**src/design/nba_pkg.sv**
```systemverilog
// Shared types and constants for the novelty budget admission unit.
// No dependencies; used by every module of the block except the pending buffer.
package nba_pkg;

  // Fixed field widths
  localparam int SLOT_IN_W = 8;
  localparam int CP_W      = 21;
  localparam int TIME_W    = 48;
  localparam int BUDGET_W  = 9;
  localparam int WIN_W     = 32;
  localparam int NOVEL_W   = 9;

  // Seen bitset word layout
  localparam int SEEN_WORD_W = 64;
  localparam int BIT_IDX_W   = 6;

  // Configuration port
  localparam int CFG_IDX_W  = 1;
  localparam int CFG_DATA_W = 32;

  typedef enum logic [CFG_IDX_W-1:0] {
    REG_BUDGET = 1'b0,
    REG_WINDOW = 1'b1
  } nba_reg_e;

  localparam logic [BUDGET_W-1:0] BUDGET_RST = 9'd64;
  localparam logic [WIN_W-1:0]    WINDOW_RST = 32'd1000;

  // Control sequencer
  typedef enum logic [2:0] {
    ST_IDLE,
    ST_CHECK,
    ST_DECIDE,
    ST_COMMIT_RD,
    ST_COMMIT_SEEN,
    ST_COMMIT_WR,
    ST_FINISH
  } nba_state_e;

endpackage

```
**src/design/nba_slot_tab.sv**
```systemverilog
// Per-slot window start and spent count: one synchronous RAM plus per-entry valid bits.
// Depends on nba_pkg for the time width. An entry never written reads as zero.
module nba_slot_tab #(
  parameter int Peers  = 8,
  parameter int AddrW  = 3,
  parameter int SpentW = 9
) (
  input  logic                          clk_i,
  input  logic                          rst_ni,
  input  logic                          rd_en_i,
  input  logic [AddrW-1:0]              rd_addr_i,
  output logic [nba_pkg::TIME_W-1:0]    rd_start_o,
  output logic [SpentW-1:0]             rd_spent_o,
  input  logic                          wr_en_i,
  input  logic [AddrW-1:0]              wr_addr_i,
  input  logic [nba_pkg::TIME_W-1:0]    wr_start_i,
  input  logic [SpentW-1:0]             wr_spent_i
);

  localparam int EntW = nba_pkg::TIME_W + SpentW;

  logic [EntW-1:0]  mem [Peers];
  logic [EntW-1:0]  rd_data_q;
  logic [Peers-1:0] vld_q;
  logic             rd_vld_q;

  // Valid bits stand in for the zero reset of the table
  always_ff @(posedge clk_i or negedge rst_ni) begin
    if (!rst_ni) begin
      vld_q    <= '0;
      rd_vld_q <= 1'b0;
    end else begin
      if (wr_en_i) begin
        vld_q[wr_addr_i] <= 1'b1;
      end
      if (rd_en_i) begin
        rd_vld_q <= vld_q[rd_addr_i];
      end
    end
  end

  always_ff @(posedge clk_i) begin
    if (wr_en_i) begin
      mem[wr_addr_i] <= {wr_start_i, wr_spent_i};
    end
    if (rd_en_i) begin
      rd_data_q <= mem[rd_addr_i];
    end
  end

  assign rd_start_o = rd_vld_q ? rd_data_q[EntW-1:SpentW] : '0;
  assign rd_spent_o = rd_vld_q ? rd_data_q[SpentW-1:0] : '0;

endmodule
```
**config.mk**
```make
export PLATFORM = sky130hd
export DESIGN_NAME = nba_slot_tab
export DESIGN_NICKNAME = d
export VERILOG_FILES = /design/src/design/nba_pkg.sv /design/src/design/nba_slot_tab.sv
export SDC_FILE = /design/constraint.sdc
export NUM_CORES = 1
export LEC_CHECK = 0
export BUFFER_PORTS_ARGS = -buffer_cell sky130_fd_sc_hd__buf_4
export CAP_MARGIN = 20
export CELL_PAD_IN_SITES_DETAIL_PLACEMENT = 1
export CELL_PAD_IN_SITES_GLOBAL_PLACEMENT = 1
export CORE_MARGIN = 3
export CORE_UTILIZATION = 54
export CTS_CLUSTER_DIAMETER = 60
export DETAILED_ROUTE_END_ITERATION = 7
export PLACE_DENSITY_LB_ADDON = 0.08
export REMOVE_ABC_BUFFERS = 1
export SYNTH_ARGS = -nofsm -noshare
export SYNTH_HDL_FRONTEND = slang
export SYNTH_SLANG_ARGS = --single-unit
```
**constraint.sdc**
```tcl
create_clock -name clk_i -period 1.55 [get_ports clk_i]
set_input_delay 0.155 -clock clk_i [delete_from_list [all_inputs] [get_ports clk_i]]
set_output_delay 0.155 -clock clk_i [all_outputs]
set_load 0.03 [all_outputs]
```
# Yosys cells after proc, flatten, opt, wreduce, memory -nomap -nowiden
# Memories as Yosys holds them, arrays and structs flattened. A register that Yosys moved wholly into a read port is not among the register bits.
# Index checks and enable logic that the tools add are counted.
[classes]
n_reduce_logical = 1
mux = 8
order_cmp = 3
n_bitwise = 1
[ops]
columns = ["operator", "n"]
rows = [
  ["2-to-1 mux 48 bit", 1],
  ["2-to-1 mux 9 bit", 1],
  ["< comparator 3 x 4 -> 1 bit (second input constant)", 2],
  ["bitwise OR 8 bit", 1],
  ["2-to-1 mux 1 bit", 4],
  ["binary-select mux 1 bit (select 3 bit)", 1],
  ["demux 1 bit (select 3 bit)", 1],
  ["greater-or-equal comparator 3 x 1 -> 1 bit (second input constant)", 1],
  ["logical AND 1 bit", 1],
]
[word_totals]
memories = 1
in_bits = 67
out_inout_bits = 57
ramBits = 456
reg_bits = 9
[mem_list]
columns = ["memory", "depth", "width", "read_ports", "rd_ports_with_merged_regs", "wr", "line_no", "text"]
rows = [
  ["mem", 8, 57, 1, 1, 1, "nba_slot_tab.sv:22", "logic [EntW-1:0] mem [Peers];"],
]

# Longest topological paths before layout
# Gate-level depths: netlist (run 1).
[depth]
word_depth = 5
depth_mapped = 6

# Least setup slack after synthesis (run 1)
# No wires, ideal clock.
[synth_path]
path_kind = "input -> register"
startpoint = "input port wr_addr_i[0]"
endpoint = "register vld_q[0]"
path_stages = 3
setup_slack_ns = -3.253
arrival_time_ns = 4.715
cell_sequence = "nand2b_1 nor3_1 or2_2"
[synth_between]
elab_chain_cells = 5
word_cells_on_any_way = 6
[synth_rtl]
columns = ["element", "line_no", "text"]
rows = [
  ["from (decl)", "nba_slot_tab.sv:15", "input logic [AddrW-1:0] wr_addr_i,"],
  ["< comparator 3 x 4 -> 1 bit (implied by the code) or greater-or-equal comparator 3 x 1 -> 1 bit (tied branches)", "nba_slot_tab.sv:34", "vld_q[wr_addr_i] <= 1'b1;"],
  ["logical AND 1 bit (implied by the code)", "nba_slot_tab.sv:34", ""],
  ["2-to-1 mux 1 bit (implied by the code)", "nba_slot_tab.sv:34", ""],
  ["demux 1 bit (select 3 bit) (*)", "nba_slot_tab.sv:34", ""],
  ["bitwise OR 8 bit (no line) (*)", "--", ""],
  ["to (signal assigned)", "nba_slot_tab.sv:30", "vld_q <= '0;"],
  ["to (signal, indexed assignment)", "nba_slot_tab.sv:34", ""],
  ["to (decl)", "nba_slot_tab.sv:24", "logic [Peers-1:0] vld_q;"],
]
# Mark *: on every way between the ends. The rest lies on a longest branch, timed or not.
# A chain may end at the register's enable or synchronous reset.

# Worst setup path in the final report (run 1)
[layout_path]
startpoint = "register rd_vld_q"
endpoint = "output port rd_start_o[18] (netlist bit)"
[layout_between]
elab_chain_cells = 1
[layout_rtl]
columns = ["element", "line_no", "text"]
rows = [
  ["from (decl)", "nba_slot_tab.sv:25", "logic rd_vld_q;"],
  ["from (signal assigned)", "nba_slot_tab.sv:37", "rd_vld_q <= vld_q[rd_addr_i];"],
  ["2-to-1 mux 48 bit", "nba_slot_tab.sv:51", "assign rd_start_o = rd_vld_q ? rd_data_q[EntW-1:SpentW] : '0;"],
  ["to (decl)", "nba_slot_tab.sv:12", "output logic [nba_pkg::TIME_W-1:0] rd_start_o,"],
]
# Every way passes these cells.

==> results of run 1 <==
==> registers in the layout (all words and copies together), names as in the netlist <==
signal	count
mem	456
rd_data_q	57
rd_vld_q	1
vld_q	8
==> worst register-to-register path, stage by stage (launching register included) <==
cell      delay, ps
edfxtp_1        420
mux4_2          540
mux2_2          290
==> Yosys cell counts (all sizes together) <==
library cell / count / share of area, %
and2: 57 / 1.8
buf: 21 / 0.70
clkbuf: 17 / 0.33
dfrtp: 9 / 1.2
edfxtp: 513 / 79
inv: 1 / 0.019
mux2: 57 / 3.3
mux2i: 5 / 0.26
mux4: 115 / 13
nand2: 2 / 0.038
nand2b: 3 / 0.096
nor2: 6 / 0.12
nor3: 2 / 0.051
or2: 8 / 0.26
==> power by group through the flow <==
stage | Sequential (mW) | Combinational (mW) | Clock [mW]
floorplan | 16.5 | 1.17 | 0
detailed placement | 16.5 | 2.39 | 0
finish | 16.3 | 2.91 | 12.3
global route | 16.3 | 3.07 | 13.1
global placement | 16.5 | 2.30 | 0
CTS | 16.3 | 2.91 | 12.5
==> area by class of cell <==
cell class	instances	area, um^2
Timing Repair Buffer	238	2530
Tap cell	461	577
Fill cell	2772	11300
Clock inverter	31	292
Inverter	1	3.75
Multi-Input combinational cell	255	3920
Sequential cell	522	15600
Antenna cell	2	5.00
Clock buffer	64	1370
==> routing by layer <==
layer  global-route usage (%)  routed length (um)  vias to the layer above
met2                     41.5               23500                      313
met3                     3.11                2340                       61
met4                     5.94                 992                        0
met5                        0                   0                        -
li1                         -                   -                     3918
met1                     33.9               19000                     5052
==> cell families (layout without fill, tap and decap cells) <==
family,count (synthesis),in the layout,share of synthesized area (%)
mux,177,177,16.8
other cells,0,2,0
flops,522,522,79.8
buf+inv,39,334,1.05
simple gates,78,78,2.38
==> final timing paths <==
path,startpoint,end,slack (ps),cells after the start
max in group asynchronous,rst_ni,rd_vld_q$_DFFE_PN0P_,580,3
hold reg to reg,vld_q[3]$_DFFE_PN0P_,vld_q[3]$_DFFE_PN0P_,480,1
min in group asynchronous,rst_ni,vld_q[1]$_DFFE_PN0P_,630,3
setup / recovery,rd_vld_q$_DFFE_PN0P_,rd_start_o[18],-260,4
hold / removal,rd_en_i,rd_data_q[19]$_DFFE_PP_,170,2
setup reg to reg,mem[3][33]$_DFFE_PP_,rd_data_q[33]$_DFFE_PP_,50,2
==> stage by stage <==
stage          total power [mW]  std cells  hold WS (ps)  utilization (%)  setup TNS, ps
2_1_floorplan              17.7        778          -141                -        -943970
3_5_place_dp               18.9       1408         -11.6             60.4          -9020
5_1_grt                    32.5       1574           168             68.2         -15320
4_1_cts                    31.7       1571           157             68.1         -13300
6_report                   31.5       1574           165             68.2         -13030
3_3_place_gp               18.8       1408         -21.4             60.4          -7140
==> repair_timing <==
item                                   4_1_cts  5_1_grt
cloned                                       6        1
setup endpoints to repair                   57       57
gates resized for setup                    100        1
endpoints found under the hold margin      465        0
setup buffers                                3        0
pin swaps                                    0        0
hold buffers                                59        0
==> out/qor.csv, run 1 <==
metric,value,unit
max_stage_delay,470,ps
grt_max_degree,59,
synthCells,816,
yosys_warnings,0,
cts_root_buf,clkbuf_16,
synth.yosys.seq_area_share,79.8,%
core_area,35700,um^2
clkPwrFrac,39.1,%
hp-class,in -> reg,
p_int,24.8,mW
vias,9344,
required,1390,ps
skew,8.74,ps
post-route-period-util,117,%
final_common_cell,edfxtp_1,
routed_wl,45900,um
crit_buf_inv,3,
status,finished with violations,
antenna_found_initial,2,
arrival,1660,ps
critical_path_class,reg -> out,
cap_violations,0,
layout_setup_ws,-262,ps
p_per_area,1290,nW/um^2
drt_pass1_iterations,5,
cts_buffer_depth,3,
first_global_vias,10300,
critPathSlowestCell,dfrtp_2,
avgSynthCellArea,24.0,um^2
placedInstanceArea,21500,um^2
clock_latency,560,ps
max_clock_freq,0.552,GHz
swShare,21.3,%
syn2layout_area_growth,24.2,%
cts_sinks,522,
relSlewSlack,69.1,%
wire_per_inst,29.2,um
htreeDepth,2,
drv_slew,0,
die-area,38600,um^2
cts_tree,built,
cts_buffers,52,
gp_congestion,0.702,
min_period,1810,ps
crit_top_cell,buf_6,
setup_viol,57,
grt_pass1_wl,67800,um
io_buffers,123,
clkSlewWorstSetupHoldPaths,60,ps
pre_cts_ws,-237,ps
die_w,196,um
p_leak,8.21,nW
crit_path_cell_trace,buf_6 -> clkbuf_16 -> and2_4 -> buf_6,
synth_cell_types,19,
io_pins,124,
hold_viol,0,
fin_area,24300,um^2
die_h,196,um
post-dp-hpwl,24400,um
drive_gt1_share,43.7,%
drc,0,
cp_max_fo,6,
seqPwrFrac,51.7,%
cp-end-kind,primary output,
critPathTopFamily,flip-flops,
vias_per_cell,5.94,
gr-total-overflow,0,
mostFrequentLayoutCells,"edfxtp_1, mux4_2, buf_4, dlygate4sd3_1, mux2_2",
drt_iter0_markers,898,
peakVddDrop,0.00105,V
ys_ff_latch,522,
switchingPower,6.71,mW
cp-start-kind,register,
violations,negative setup slack,
start_util,54.9,%
combPwrFrac,9.3,%
syn_area,19600,um^2
grt_usage,24.2,%
nets,1137,
rsz0062_at_grt,true,
rows,69,
worstMarginPinSlew,464,ps
ant_nets,0,
Note: power is estimated with default switching activity, not from simulation.
==> run 2, diff against run 1 <==
--- a/config.mk
+++ b/config.mk
@@ -15,6 +15,7 @@
 export DETAILED_ROUTE_END_ITERATION = 7
 export PLACE_DENSITY_LB_ADDON = 0.08
 export REMOVE_ABC_BUFFERS = 1
+export SETUP_SLACK_MARGIN = 0.15
 export SYNTH_ARGS = -nofsm -noshare
 export SYNTH_HDL_FRONTEND = slang
 export SYNTH_SLANG_ARGS = --single-unit
==> run 2 against run 1 <==
The flow still finishes with violations (negative setup slack). Wire length rose by 0.32%. Setup slack lost 5.6 ps. Sequential power about the same. Clock-buffer cell count is the same. Sequential share of layout area down 0.30 points. Combinational power up 2%.
==> out/qor.csv, run 2 (synthesis gave the netlist of run 1 again) <==
metric,value,unit
status,finished with violations,
violations,negative setup slack,
antenna_found_initial,2,
reg_top3,"mem x456, rd_data_q x57, vld_q x8",
cts_buffer_depth,3,
start_util,54.9,%
p_leak,8.34,nW
crit_buf_inv,3,
final_common_cell,edfxtp_1,
grt_pass1_wl,67700,um
vias,9244,
drc,0,
hp-class,in -> reg,
cts_root_buf,clkbuf_16,
first_global_vias,10300,
arrival,1660,ps
cts_buffers,52,
mostFrequentLayoutCells,"edfxtp_1, mux4_2, buf_4, dlygate4sd3_1, clkbuf_16",
crit_path_cell_trace,buf_6 -> clkbuf_16 -> and2_4 -> buf_6,
required,1390,ps
regMostFlops,mem,
cp-start-kind,register,
rsz0062_at_grt,true,
peakVddDrop,0.00105,V
cap_violations,0,
layout_setup_ws,-267,ps
setup_viol,57,
max_stage_delay,470,ps
critical_path_class,reg -> out,
cts_tree,built,
core_area,35700,um^2
cp-end-kind,primary output,
fin_cells,1575,
crit_top_cell,buf_6,
max_clock_freq,0.550,GHz
grt_max_degree,59,
hold_viol,0,
gr-total-overflow,0,
clkSlewWorstSetupHoldPaths,60,ps
largest_reg_flops,456,
htreeDepth,2,
wl_met3,2140,um
worstMarginPinSlew,461,ps
whs,162,ps
die_w,196,um
io_buffers,123,
die_h,196,um
drive_gt1_share,43.7,%
drt_pass1_iterations,7,
nets,1137,
p_per_area,1290,nW/um^2
total_power,31.5,mW
cp_max_fo,6,
io_pins,124,
syn2layout_area_growth,24.8,%
wl_met1,19100,um
skew,9.83,ps
post-route-period-util,117,%
critPathSlowestCell,dfrtp_2,
grt_usage,24.2,%
vias_per_cell,5.87,
dp.cells,1408,
clock_latency,570,ps
met2WireLength,23900,um
wire_per_inst,29.3,um
drv_slew,0,
drt_iter0_markers,925,
critPathTopFamily,buffers and inverters,
die-area,38600,um^2
routed.top_layer,met4,
routed_wl,46100,um
gp_congestion,0.702,
ant_nets,0,
post-dp-hpwl,24400,um
relSlewSlack,69.3,%
cts_sinks,522,
rows,69,
min_period,1820,ps
-- run 2: metal layers --
metal | vias to the layer above | track usage (%)
met4 | 0 | 5.91
met2 | 284 | 41.7
met3 | 60 | 2.92
met1 | 4984 | 33.8
li1 | 3916 | -
met5 | - | 0
-- run 2: power breakdown --
part	switching [mW]	total, mW	internal [mW]
Sequential	0.167	16.3	16.1
Combinational	1.48	2.97	1.49
Clock	5.07	12.3	7.23
-- run 2: worst register-to-register path, stage by stage, from the launching register on --
cell and delay, ps:
edfxtp_1 420, mux4_2 530, mux2_4 290
-- run 2: stage by stage --
| stage | utilization (%) | setup TNS (ps) | instance area, um^2 | setup slack [ps] |
|---|---|---|---|---|
| 2_1_floorplan | - | -943970 | 19400 | -3250 |
| 3_3_place_gp | 60.4 | -7140 | 21500 | -161 |
| 3_5_place_dp | 60.4 | -9020 | 21500 | -237 |
| 4_1_cts | 68.2 | -13300 | 24300 | -268 |
| 5_1_grt | 68.6 | -15340 | 24400 | -300 |
| 6_report | 68.6 | -13220 | 24400 | -267 |
-- run 2: path summary, 6_finish.rpt --
path	from	to	slack [ps]	depth (start not counted)
max	rd_vld_q$_DFFE_PN0P_	rd_start_o[18]	-270	4
min	rd_en_i	rd_data_q[19]$_DFFE_PP_	160	2
max reg2reg	mem[3][33]$_DFFE_PP_	rd_data_q[33]$_DFFE_PP_	50	2
min reg2reg	vld_q[3]$_DFFE_PN0P_	vld_q[3]$_DFFE_PN0P_	480	1
max in group asynchronous	rst_ni	rd_vld_q$_DFFE_PN0P_	590	3
min in group asynchronous	rst_ni	vld_q[1]$_DFFE_PN0P_	640	3
-- run 2: area by class of cell --
cell class,count,area [um^2]
sequential,522,15600
fill,2751,11200
multi-input combinational,255,4030
timing repair buffer,238,2530
clock buffer,64,1370
tap,461,577
clock inverter,31,292
antenna,3,7.51
inverter,1,3.75
-- run 2: timing repair --
action	CTS	global route
buffers inserted	3	0
gates resized for setup	109	22
endpoints found under the hold margin	465	0
cloned	6	1
hold buffers	59	0
setup endpoints to repair	66	87
==> run 3, diff against run 2 <==
--- a/config.mk
+++ b/config.mk
@@ -10,10 +10,10 @@
 export CELL_PAD_IN_SITES_DETAIL_PLACEMENT = 1
 export CELL_PAD_IN_SITES_GLOBAL_PLACEMENT = 1
 export CORE_MARGIN = 3
-export CORE_UTILIZATION = 54
+export CORE_UTILIZATION = 25
 export CTS_CLUSTER_DIAMETER = 60
 export DETAILED_ROUTE_END_ITERATION = 7
-export PLACE_DENSITY_LB_ADDON = 0.08
+export PLACE_DENSITY = 0.39
 export REMOVE_ABC_BUFFERS = 1
 export SETUP_SLACK_MARGIN = 0.15
 export SYNTH_ARGS = -nofsm -noshare
==> constraint.sdc (replaced) <==
create_clock -name clk_i -period 1.8 [get_ports clk_i]
set_input_delay 0.18 -clock clk_i [delete_from_list [all_inputs] [get_ports clk_i]]
set_output_delay 0.18 -clock clk_i [all_outputs]
set_load 0.03 [all_outputs]
==> run 3 against run 2 <==
The run still ends with negative setup slack left. Combinational power down 13%. Worst hold slack worse by 54 ps. Setup slack better by 160 ps. Flip-flop and latch count unchanged. Sequential power down 14%. Cell area up 4.5%. Clock-buffer cell count up 6. Global-route usage down 12 points. Cell count up 37%. Largest cell class unchanged. Largest power group unchanged.
==> out/qor.csv, run 3 (synthesis gave the netlist of run 1 again) <==
metric,value,unit
syn2layout_area_growth,30.4,%
seqPwrFrac,48.9,%
r2r-start,mem[7][50]$_DFFE_PP_,
worstSetupEndpoint,rd_start_o[45],
violations,negative setup slack,
min_period,1910,ps
relSlewSlack,67.0,%
rows,101,
antenna_found_initial,4,
arrival,1730,ps
die_h,286,um
regMostFlops,mem,
post-route-period-util,106,%
die_w,286,um
fillers,7523,
critical_path_class,reg -> out,
worstRegToRegCells,2,
cts_buffers,59,
cts_buffer_depth,3,
clkPwrFrac,42.0,%
cts_sinks,522,
setup_viol,57,
io_pins,124,
grt_usage,12.5,%
status,finished with violations,
reg_top3,"mem x456, rd_data_q x57, vld_q x8",
grt_pass1_wl,74100,um
setup.worst_path.start,rd_vld_q$_DFFE_PN0P_,
drt_pass1_iterations,5,
fin_cells,2158,
routed_wl,51000,um
worstMarginPinSlew,495,ps
start_util,25.5,%
io_buffers,123,
skew,22.3,ps
largest_reg_flops,456,
first_global_vias,10400,
ant_nets,0,
layout_setup_ws,-105,ps
cp-end-kind,primary output,
max_clock_freq,0.525,GHz
p_per_area,1120,nW/um^2
drt_iter0_markers,574,
switchingPower,6.32,mW
cp_max_fo,6,
seq_area,15600,um^2
vias,9100,
vias_per_cell,4.22,
grt_max_degree,38,
cts_root_buf,clkbuf_16,
drc,0,
cap_violations,0,
gp_congestion,0.649,
final_common_cell,edfxtp_1,
clock_latency,610,ps
rrSetupSlack,380,ps
gr-total-overflow,0,
r2r-end,rd_data_q[50]$_DFFE_PP_,
nets,1143,
peakVddDrop,0.000644,V
combPwrFrac,9.0,%
drv_slew,0,
multi_input_area,3950,um^2
core_area,76700,um^2
mostFrequentLayoutCells,"edfxtp_1, mux4_2, buf_4, clkbuf_16, buf_6",
total_power,28.6,mW
swShare,22.1,%
dp.cells,1977,
cp-start-kind,register,
drive_gt1_share,45.4,%
required,1620,ps
die-area,81700,um^2
p_int,22.3,mW
post-dp-hpwl,27600,um
cts_tree,built,
hp-class,in -> reg,
clkSlewWorstSetupHoldPaths,60,ps
wire_per_inst,23.6,um
p_leak,8.42,nW
rsz0062_at_grt,true,
hold_viol,0,
htreeDepth,2,
[run 3: cell types whose count changed in the layout (fill, tap and decap cells not counted), sizes merged]
cell    change
clkbuf      +7
diode       -1
buf         -2
inv         +4
bufinv      +1
clkinv      +5
[run 3: area by class of cell]
class | instances | share of cell area [%]
flip-flops and latches | 522 | 61.2
multi-input cells | 255 | 15.4
repair buffers | 237 | 10.7
clock buffers | 70 | 6.03
well taps | 1030 | 5.05
clock inverters | 41 | 1.55
diodes | 2 | 0.0196
inverters | 1 | 0.0147
[run 3: critical path, stage by stage (launching register included)]
cell,delay [ps]
dfrtp_2,460
buf_8,170
clkbuf_16,190
and2_4,150
buf_6,130
[run 3: stage by stage]
step	TNS (ps)	cell area, um^2	worst slack, ps	hold WS, ps	util (%)
after floorplan	-839570	19400	-3030	-116	-
after global placement	0	22400	5.45	13.2	29.3
after detailed placement	-12.8	22400	-10.0	14.7	29.3
after CTS	-6830	25500	-168	61.5	33.2
after global routing	-7850	25500	-177	84.3	33.3
final	-3410	25500	-105	109	33.3
[run 3: power by group through the flow]
stage	clock network, mW	registers (mW)	logic (mW)
after floorplan	0	14.2	1.01
after global placement	0	14.2	2.16
after detailed placement	0	14.2	2.17
after CTS	12.5	14.0	2.62
after global routing	13.0	14.0	2.77
final	12.0	14.0	2.58
[run 3: how the worst min path moves through the flow]
stage,from,end,slack [ps],cells after the start
after floorplan,rst_ni,rd_vld_q$_DFFE_PN0P_,-120,0
after global placement,rst_ni,vld_q[4]$_DFFE_PN0P_,10,1
after detailed placement,rst_ni,vld_q[5]$_DFFE_PN0P_,10,1
after CTS,wr_addr_i[1],mem[1][50]$_DFFE_PP_,60,3
after global routing,wr_addr_i[1],mem[1][50]$_DFFE_PP_,80,3
final,rd_en_i,rd_data_q[42]$_DFFE_PP_,110,2
[run 3: what timing repair did]
action                                 4_1_cts  5_1_grt
setup endpoints to repair                   57       57
buffers inserted                             3        0
cloned                                       4        2
hold buffers                                59        0
gates resized for setup                    117       12
endpoints found under the hold margin      465        0
[run 3: per-layer routing]
layer | wire, um | GRT usage, % | vias up
met5 | 13 | 0 | -
met4 | 889 | 2.88 | 2
met3 | 2310 | 2.48 | 66
met2 | 24500 | 20.2 | 177
met1 | 23300 | 17.4 | 4914
li1 | - | - | 3941
